## config.mk

```make
export PLATFORM = sky130hd
export DESIGN_NAME = ntf_out_fifo_flat
export DESIGN_NICKNAME = d
export VERILOG_FILES = /design/src/hw/rtl/ntf_pkg.sv /design/src/hw/rtl/ntf_stream_if.sv /design/src/hw/rtl/ntf_out_fifo.sv /design/src/flat_wrapper.sv
export SDC_FILE = /design/constraint.sdc
export NUM_CORES = 1
export LEC_CHECK = 0
export BUFFER_PORTS_ARGS = -buffer_cell sky130_fd_sc_hd__buf_2
export CORE_UTILIZATION = 19
export CTS_CLUSTER_DIAMETER = 50
export DETAILED_ROUTE_END_ITERATION = 7
export GPL_ROUTABILITY_DRIVEN = 0
export PLACE_DENSITY = 0.75
export SETUP_SLACK_MARGIN = 0.05
export SLEW_MARGIN = 20
export SYNTH_ARGS = -nofsm -noshare
export SYNTH_HDL_FRONTEND = slang
export SYNTH_SLANG_ARGS = --single-unit
export TNS_END_PERCENT = 30
```

## constraint.sdc

```tcl
create_clock -name clk -period 1.85 [get_ports clk]
set_input_delay 0 -clock clk [delete_from_list [all_inputs] [get_ports clk]]
set_output_delay 0 -clock clk [all_outputs]
set_load 0.02 [all_outputs]
```

## src/hw/rtl/ntf_pkg.sv

```systemverilog
package ntf_pkg;

  // rolling hash base
  localparam logic [63:0] HASH_BASE = 64'd257;

  // request kinds
  typedef enum logic {
    REQ_DATA = 1'b0,
    REQ_LOAD = 1'b1
  } req_kind_t;

  // input transaction payload
  typedef struct packed {
    logic        req_type;
    logic [7:0]  data_byte;
    logic        last_byte;
    logic [3:0]  coef_index;
    logic [31:0] coef_mult;
    logic [31:0] coef_add;
  } req_t;

  // output transaction payload
  typedef struct packed {
    logic [3:0]  feature_index;
    logic [63:0] feature_value;
    logic        last_feature;
  } feat_t;

  // item travelling down the cell row; word holds the fingerprint,
  // or {mult, add} for a coefficient load
  typedef struct packed {
    logic        valid;
    logic        score;
    logic        load;
    logic        last;
    logic [3:0]  idx;
    logic [63:0] word;
  } item_t;

  // feature handed out by a cell at end of chunk
  typedef struct packed {
    logic        valid;
    logic [63:0] value;
  } emit_t;

  // 257^(n-1) mod 2^64
  function automatic logic [63:0] top_power(input int unsigned n);
    logic [63:0] p;
    p = 64'd1;
    for (int unsigned k = 1; k < n; k++) begin
      p = p * HASH_BASE;
    end
    return p;
  endfunction

endpackage

```

## src/hw/rtl/ntf_stream_if.sv

```systemverilog
interface ntf_stream_if #(
  parameter type payload_t = logic
) ();

  logic     valid;
  logic     ready;
  payload_t payload;

  modport source (output valid, output payload, input ready);
  modport sink (input valid, input payload, output ready);

endinterface

```

## src/hw/rtl/ntf_out_fifo.sv

```systemverilog
module ntf_out_fifo (
  input  logic           clk,
  input  logic           rst,
  input  logic           push,
  input  ntf_pkg::feat_t push_data,
  output logic           space,
  ntf_stream_if.source   feat
);

  ntf_pkg::feat_t mem [2];
  logic           wr_ptr;
  logic           rd_ptr;
  logic [1:0]     count;
  logic           pop;

  assign space        = count != 2'd2;
  assign feat.valid   = count != 2'd0;
  assign feat.payload = mem[rd_ptr];
  assign pop          = feat.valid && feat.ready;

  // pointers and fill level
  always_ff @(posedge clk) begin
    if (rst) begin
      wr_ptr <= 1'b0;
      rd_ptr <= 1'b0;
      count  <= 2'd0;
    end else begin
      if (push) begin
        wr_ptr <= !wr_ptr;
      end
      if (pop) begin
        rd_ptr <= !rd_ptr;
      end
      if (push && !pop) begin
        count <= count + 2'd1;
      end else if (pop && !push) begin
        count <= count - 2'd1;
      end
    end
  end

  // storage
  always_ff @(posedge clk) begin
    if (push) begin
      mem[wr_ptr] <= push_data;
    end
  end

endmodule

```

## src/flat_wrapper.sv

```systemverilog
// flat-port wrapper written by rule: the top's interface ports become plain ports
module ntf_out_fifo_flat 
  (clk, rst, push, push_data, space, feat_valid, feat_payload, feat_ready);
  ntf_stream_if feat_i ();
  input  logic clk;
  input  logic rst;
  input  logic push;
  input  ntf_pkg::feat_t push_data;
  output logic space;
  output wire logic [$bits(feat_i.valid)-1:0] feat_valid;
  output wire logic [$bits(feat_i.payload)-1:0] feat_payload;
  input wire logic [$bits(feat_i.ready)-1:0] feat_ready;
  assign feat_valid = feat_i.valid;
  assign feat_payload = feat_i.payload;
  assign feat_i.ready = feat_ready;
  ntf_out_fifo u_core (.clk(clk), .rst(rst), .push(push), .push_data(push_data), .space(space), .feat(feat_i));
endmodule
```

==> out/qor.txt <==
Critical Path AT: 1710 ps
hold_buf cts: 2
Synth Register Bits: 7
vias per std cell: 3.774
Die Wd: 40.41 um
GRT Residual Overflow: 0
Buf/Inv on CP: 0
CTS buffer count: 3
Max-Cap Viols: 0
Crit Path Category: reg -> reg
gr usage total: 7.904%
initial antenna violation count: 0
P_leak: 0.1617 nW
Die Y: 40.41 um
cell taking the most area after synthesis: dfxtp_1
Synth top area share: 35.71%
Setup Fix Bufs, Post-CTS: 0
Max Used Layer: met3
Worst path slowest cell: or3_1
Layout Nets: 113
post-route setup TNS: 0 ps
diode count: 0
starting density of the core: 21.01%
Comb pwr share: 36.3%
post-synthesis net count: 99
Clock Skew: 0.1720 ps
Total Routed Length: 449 um
number of routed nets with antenna violations: 0
minimum clock period after layout: 1524 ps
Max Fanout on Critical Path: 5
Hold Slack: 46.75 ps
clk buf depth: 2
RSZ-0062 raised after global routing: no
cells along the critical path: o21ai_0 > ha_1 > or3_1 > a21oi_1
Synth cell types: 14
reg2reg setup slack: 330 ps
period utilisation layout: 82.36%
crit start category: register
top cell family by delay on the critical path: compound AO/OA/AOI/OAI gates
fin util: 28.52%
Clk Latency, worst-skew pair: 250 ps
Cell Int Power: 386.0 uW
Max Slew Vio Count: 0
area growth from synthesis to layout: 35.71%
Hold Vio Cnt, Final: 0
Resize count post-CTS: 0
Routed WL per cell: 8.472 um
Core Rows: 13
Avg Cell Area, Syn: 11.21 sq um
Mapped Cells: 25
hold path start: push
main area contributors after synthesis: dfxtp_1 (36%), edfxtp_1 (21%), xor2_1 (9.4%)
global-route wire length before repair: 745 um
CTS Sinks: 7
Std-Cell Core Area: 0.001334 sq mm
DR WL met2: 175 um
vias in the first global route: 185
Highest Clock Rate: 0.6563 GHz
WL met3: 47 um
Crit. End Element: register
proportion of power drawn by flip-flops and latches: 40.6%
vias: 200
Switching Fraction: 34.45%
clock network power share: 23.1%
layout cells sized above 1: 31.58%
H-tree levels: 1
CTS tree: yes
PD cells: 1548 mW/mm^2
Final HPWL DP: 324.2 um
Tightest Pin Transition: 316.5 ps
router iterations before antenna repair: 3
1st-iter DRT viols: 7
synth warn: 0
Final setup viols: 0
peak supply drop: 0.5638 mV
Crit Reg-Reg Startpoint: u_core.count[1]$_SDFFE_PP0P_
Root Buffer: clkbuf_4
DRC: 0
crit path from: u_core.count[1]$_SDFFE_PP0P_
required time of the critical path: 2030 ps
largest net degree at the start of global routing: 6
Setup WS pre-CTS: 360.2 ps
slowest stage delay, CP: 350 ps
Sw Pwr: 202.9 uW
status: finished clean
die footprint: 0.001633 sq mm
Hold/Removal Path Class: in -> reg
final worst slack: 326.3 ps
Seq/Total Area, Yosys: 57.14%
Pwr Total: 588.9 uW
met1 wire length: 226 um
slew margin rel.: 78.68%
IO Port Bufs: 7
clock transition at the registers of the reported paths: 50 ps
Syn Std Cell Area: 280.3 sq um
# IOs: 76
Yosys cell counts:
cell type / instances
dfxtp_1: 5
nor2_1: 4
xor2_1: 3
edfxtp_1: 2
o21ai_0: 2
a21oi_1: 1
and2_1: 1
ha_1: 1
mux2_2: 1
nand2b_1: 1
nor2b_1: 1
or2_2: 1
or3_1: 1
xnor2_1: 1
cell usage in the layout, fill, tap and decap left out:
cell / count
buf_2: 7
dfxtp_1: 5
nor2_1: 4
xor2_1: 3
clkbuf_4: 3
o21ai_0: 2
dlygate4sd3_1: 2
edfxtp_1: 2
mux2_2: 1
nand2b_1: 1
and2_1: 1
nor2b_1: 1
or2_2: 1
xnor2_1: 1
or3_1: 1
a21oi_1: 1
ha_1: 1
clkbuf_1: 1
power groups by stage:
stage          sequential [mW]  combinational [mW]  clock (mW)
5_1_grt                  0.244               0.247       0.154
6_report                 0.239               0.214       0.136
3_5_place_dp             0.242               0.211           0
4_1_cts                  0.239               0.215       0.144
3_3_place_gp             0.240               0.208           0
2_1_floorplan            0.234               0.162           0
final timing paths:
path | end | cells after the start
max | u_core.count[1]$_SDFFE_PP0P_ | 4
min reg2reg | u_core.rd_ptr$_SDFFE_PP0P_ | 2
max reg2reg | u_core.count[1]$_SDFFE_PP0P_ | 4
min | u_core.wr_ptr$_SDFFE_PP0P_ | 3
tightest hold or removal path, stage by stage:
cell and delay (ps):
buf_2 120, xnor2_1 70, nor2_1 70
logic make-up (layout without fill, tap and decap cells):
group	Yosys count	in the layout	share of synthesized area (%)
AO/OA/AOI/OAI	3	3	5.356
XOR/XNOR	4	4	12.50
adder cells (fa/ha/maj)	1	1	4.464
buffers and inverters	0	13	0
flip-flops	7	7	57.15
multiplexers	1	1	4.018
AND/OR/NAND/NOR	9	9	16.52
routing by layer:
| metal | vias to the layer above | track usage [%] |
|---|---|---|
| li1 | 109 | - |
| met1 | 83 | 10.10 |
| met2 | 8 | 8.333 |
| met3 | 0 | 8.333 |
| met4 | 0 | 2.500 |
| met5 | - | 0 |
area by class of cell:
type / instances / area [sq um]
Fill cell: 144 / 953.4
Sequential cell: 7 / 160.2
Multi-Input combinational cell: 18 / 120.1
Timing Repair Buffer: 9 / 55.05
Clock buffer: 4 / 26.28
Tap cell: 15 / 18.77
stage by stage:
stage / instances / cell area, sq um
2_1_floorplan: 25 / 280.3
3_3_place_gp: 47 / 334.1
3_5_place_dp: 47 / 334.1
4_1_cts: 53 / 380.4
5_1_grt: 53 / 380.4
6_report: 53 / 380.4
(Power assumes the default switching activity.)
