### config.mk
export PLATFORM = sky130hd
export DESIGN_NAME = ntf_cell
export DESIGN_NICKNAME = d
export VERILOG_FILES = /design/src/hw/rtl/ntf_pkg.sv /design/src/hw/rtl/ntf_cell.sv
export SDC_FILE = /design/constraint.sdc
export NUM_CORES = 2
export LEC_CHECK = 0
export BUFFER_PORTS_ARGS = -buffer_cell sky130_fd_sc_hd__buf_2
export CAP_MARGIN = 20
export CELL_PAD_IN_SITES_DETAIL_PLACEMENT = 1
export CELL_PAD_IN_SITES_GLOBAL_PLACEMENT = 1
export CORE_MARGIN = 2
export CORE_UTILIZATION = 45
export CTS_BUF_LIST = sky130_fd_sc_hd__clkbuf_4
export CTS_CLUSTER_DIAMETER = 100
export DETAILED_ROUTE_END_ITERATION = 16
export PLACE_DENSITY = 0.82
export SYNTH_ARGS = -nofsm -noshare
export SYNTH_HDL_FRONTEND = slang
export SYNTH_SLANG_ARGS = --single-unit
### constraint.sdc
create_clock -name clk -period 8.75 [get_ports clk]
set_input_delay 1.75 -clock clk [delete_from_list [all_inputs] [get_ports clk]]
set_output_delay 1.75 -clock clk [all_outputs]
set_load 0.02 [all_outputs]
### src/hw/rtl/ntf_pkg.sv
package ntf_pkg;

  // rolling hash base
  localparam logic [63:0] HASH_BASE = 64'd257;

  // request kinds
  typedef enum logic {
    REQ_DATA = 1'b0,
    REQ_LOAD = 1'b1
  } req_kind_t;

  // input transaction payload
  typedef struct packed {
    logic        req_type;
    logic [7:0]  data_byte;
    logic        last_byte;
    logic [3:0]  coef_index;
    logic [31:0] coef_mult;
    logic [31:0] coef_add;
  } req_t;

  // output transaction payload
  typedef struct packed {
    logic [3:0]  feature_index;
    logic [63:0] feature_value;
    logic        last_feature;
  } feat_t;

  // item travelling down the cell row; word holds the fingerprint,
  // or {mult, add} for a coefficient load
  typedef struct packed {
    logic        valid;
    logic        score;
    logic        load;
    logic        last;
    logic [3:0]  idx;
    logic [63:0] word;
  } item_t;

  // feature handed out by a cell at end of chunk
  typedef struct packed {
    logic        valid;
    logic [63:0] value;
  } emit_t;

  // 257^(n-1) mod 2^64
  function automatic logic [63:0] top_power(input int unsigned n);
    logic [63:0] p;
    p = 64'd1;
    for (int unsigned k = 1; k < n; k++) begin
      p = p * HASH_BASE;
    end
    return p;
  endfunction

endpackage

### src/hw/rtl/ntf_cell.sv
module ntf_cell #(
  parameter int CELL_INDEX = 0
) (
  input  logic           clk,
  input  logic           rst,
  input  logic           adv,
  input  ntf_pkg::item_t item_in,
  output ntf_pkg::item_t item_q,
  output ntf_pkg::emit_t emit
);

  localparam logic [3:0] MY_IDX = 4'(CELL_INDEX);

  logic [31:0] mult;
  logic [31:0] add;
  logic [31:0] score;
  logic [31:0] best_score;
  logic [63:0] best_print;

  logic        hit;
  logic        better;
  logic [31:0] score_next;

  assign hit        = item_in.valid && item_in.load && (item_in.idx == MY_IDX);
  assign score_next = mult * item_in.word[31:0] + add;
  assign better     = item_q.valid && item_q.score && (score > best_score);

  // feature goes out with the chunk's last item
  assign emit.valid = item_q.valid && item_q.last;
  assign emit.value = better ? item_q.word : best_print;

  // coefficients, best tracker and item hand-on
  always_ff @(posedge clk) begin
    if (rst) begin
      item_q     <= '0;
      mult       <= '0;
      add        <= '0;
      best_score <= '0;
      best_print <= '0;
    end else if (adv) begin
      item_q <= item_in;
      if (hit) begin
        mult <= item_in.word[63:32];
        add  <= item_in.word[31:0];
      end
      if (emit.valid) begin
        best_score <= '0;
        best_print <= '0;
      end else if (better) begin
        best_score <= score;
        best_print <= item_q.word;
      end
    end
  end

  // transformed score of the arriving fingerprint
  always_ff @(posedge clk) begin
    if (adv) begin
      score <= score_next;
    end
  end

endmodule

==> results.json <==
{
  "status": "complete, no violations",
  "path_class": "primary input to register",
  "rows": 89,
  "finalHoldViolCount": 0,
  "layout_min_cycle_time_ns": 7.97,
  "crit_fanout": 16,
  "grt_max_degree": 74,
  "fin_util_pct": 50.3,
  "fin_crit_sh_pct": 91.1,
  "synth-edff-count": 32,
  "gp_congestion": 0.950,
  "required_ns": 9.36,
  "drv_slew": 0,
  "drtIter0Drc": 1155,
  "clkLatencyLatePin_ns": 0.86,
  "start_kind": "primary input",
  "arrival_ns": 8.58,
  "worst_path_largest_cell_delay_ns": 0.56,
  "cts_hold_buf": 0,
  "drc": 0,
  "path_cells": "buf_2 -> and2_1 -> fa_1 -> fa_1 -> fa_1 -> inv_1 -> fa_1 -> inv_1 -> fa_1 -> fa_1 -> fa_1 -> inv_1 -> fa_1 -> inv_1 -> ha_1 -> and3_1 -> nand4_1 -> o211a_1 -> nor3_2 -> a41o_1 -> nor4_1 -> or3_1 -> xnor2_1",
  "dieArea_sq_um": 61600,
  "grt_usage_pct": 28.0,
  "drive_above_1_share_pct": 15.2,
  "cts_htree_levels": 3,
  "skew_ns": 0.0668,
  "cts.path.max_buffers": 3,
  "drt_pass1_iterations": 5,
  "core_area_sq_um": 59000,
  "path_clk_slew_ns": 0.07,
  "wire_per_inst_um": 21.8,
  "setup_viol": 0,
  "stdcell_count": 3830,
  "grt_pass1_vias": 23887,
  "power_density_nw_per_um2": 94.1,
  "timing.reg2reg.setup_slack_ns": 1.00,
  "post_cts_resized": 0,
  "worst_pin_slew_ns": 1.03,
  "post_cts_buffers": 0,
  "rsz0062_at_grt": "no",
  "grt_first_pass_wirelength_um": 132000,
  "antenna_found_initial": 7,
  "root_buffer": "clkbuf_4",
  "synthCells": 2817,
  "placedCellCount": 3699,
  "ant_nets": 0,
  "max_cap_violations": 0,
  "ir_worst_vdd_uv": 104,
  "yosysUniqueCellTypes": 54,
  "io_pins": 212,
  "ys_ff_latch": 264,
  "vias": 20664,
  "ys_seq_area_share_pct": 20.9,
  "timing.final.ws_setup_ns": 0.779,
  "synth_flop_cell": "dfxtp_1",
  "overflow": 0,
  "multiInputGateArea_sq_um": 18700,
  "fin_nets": 3670,
  "nFillCells": 6825,
  "die_x_um": 248,
  "synthToLayoutAreaGrowth_pct": 10.6,
  "synth_area_sq_um": 26800,
  "synth.avg_cell_area_sq_um": 9.52,
  "final_cell_area_sq_um": 29700,
  "die_h_um": 248,
  "max_freq_mhz": 125,
  "clock_sinks": 264,
  "async_reset_ff_share_pct": 0,
  "dp_hpwl_um": 65800,
  "crit_slowest_cell": "fa_1",
  "relSlewSlack_pct": 31.0,
  "wirelength_um": 83600,
  "placement.cell_area_sq_um": 28700,
  "leakagePower_nw": 14.6,
  "cts_tree": "done",
  "dp_slack_ns": -0.0886,
  "cts_buffers": 73,
  "initial_utilization_pct": 45.4,
  "routed_via_density": 5.40,
  "endpoint_kind": "register",
  "ys_warn_count": 0,
  "hold_class": "register to register",
  "crit_top_cell": "fa_1",
  "syn_nets": 3486,
  "seqCellArea_sq_um": 5610,
  "io_buffers": 211
}
==> layout by cell type (no fill, tap or decap), drive strengths merged, types with 4 or more instances in the layout <==
master / n
nand4: 7
clkbuf: 102
a22o: 95
xor2: 20
diode: 8
mux2: 64
mux2i: 72
o21ai: 14
a211oi: 5
xnor2: 69
clkinv: 13
nor2: 88
edfxtp: 32
and2: 319
inv: 524
nor3: 4
nand2: 356
a21oi: 94
ha: 156
fa: 438
dfxtp: 232
a21o: 18
nand3: 7
buf: 271
==> state kept, by name, summed over array words and instances (netlist names) <==
name        cells
add            32
best_print     64
best_score     32
item_q         72
mult           32
score          32
==> area by class of cell <==
class | instances | share of cell area, %
sequential | 264 | 18.9
antenna | 8 | 0.0675
multi-input combinational | 1871 | 62.9
timing repair buffer | 271 | 5.19
clock inverter | 21 | 0.481
tap | 773 | 3.26
clock buffer | 102 | 2.58
inverter | 520 | 6.58
==> power by group <==
group | switching [mW] | total (mW) | internal, mW
combinational | 0.224 | 0.334 | 0.110
clock | 0.593 | 1.17 | 0.574
sequential | 0.0318 | 1.29 | 1.26
==> worst max-delay path, delay by kind of cell <==
family | cells | cell delay, ns
AOI/OAI and AO/OA | 2 | 0.51
xor gates and xnor gates | 1 | 0.13
adders and majority gates | 9 | 4.42
buffers and inverters | 5 | 0.46
and+or+nand+nor | 6 | 1.30
==> through the flow <==
stage	hold WS, ns	total power [mW]	setup TNS (ns)
3_3_place_gp	0.441	1.63	0
5_1_grt	0.487	2.91	0
3_5_place_dp	0.451	1.64	-0.0886
4_1_cts	0.460	2.82	0
2_1_floorplan	0.427	1.49	0
6_report	0.462	2.79	0
==> Yosys cell counts (2+ instances only) <==
library cell / count / share of area [%]
buf_2: 14 / 0.26
fa_1: 438 / 33
nand2b_1: 3 / 0.070
nor2b_1: 3 / 0.070
clkbuf_1: 131 / 1.8
a21oi_1: 93 / 1.7
xor2_1: 20 / 0.65
mux2i_1: 72 / 2.7
o211ai_1: 3 / 0.084
a211oi_1: 5 / 0.14
a22o_1: 95 / 3.1
buf_4: 4 / 0.11
and2_1: 319 / 7.4
a221oi_1: 2 / 0.065
o21a_1: 3 / 0.084
o211a_1: 2 / 0.075
nand2_1: 356 / 5.0
a31oi_1: 2 / 0.047
inv_1: 520 / 7.3
o21bai_1: 3 / 0.084
nor3_1: 3 / 0.056
o21ai_1: 3 / 0.056
mux2_2: 64 / 2.7
dfxtp_1: 232 / 17
and4_1: 2 / 0.065
nor4_1: 2 / 0.047
or2_2: 3 / 0.070
edfxtp_1: 32 / 3.6
o2bb2ai_1: 2 / 0.065
nor2_1: 87 / 1.2
ha_1: 156 / 7.3
xnor2_1: 69 / 2.3
buf_1: 13 / 0.18
and3_1: 3 / 0.070
nand3_1: 7 / 0.13
a21o_1: 18 / 0.50
nand4_1: 7 / 0.16
o21ai_0: 10 / 0.19
==> layer usage <==
layer | track usage (%) | part of all wire [%] | vias to the layer above
li1 | - | - | 8999
met5 | 0 | 0 | -
met1 | 33.6 | 40 | 10673
met3 | 5.53 | 6.0 | 264
met4 | 13.4 | 5.0 | 0
met2 | 48.3 | 49 | 728
==> final timing paths <==
check	from	to	cells past startpoint
worst min register to register	add[27]	add[27]	2
worst max-delay path	item_in[2]	score[30]	23
worst min-delay path	add[27]	add[27]	2
worst max register to register	mult[11]	score[20]	24
==> cell families after synthesis <==
logic type	synth area share, %
XOR/XNOR	2.91
flip-flops	20.9
AND/OR/NAND/NOR	14.6
adder cells (fa/ha/maj)	40.0
buffers and inverters	9.67
AO/OA/AOI/OAI	6.58
multiplexers	5.37
No activity file was read; power rests on OpenSTA's default activity.
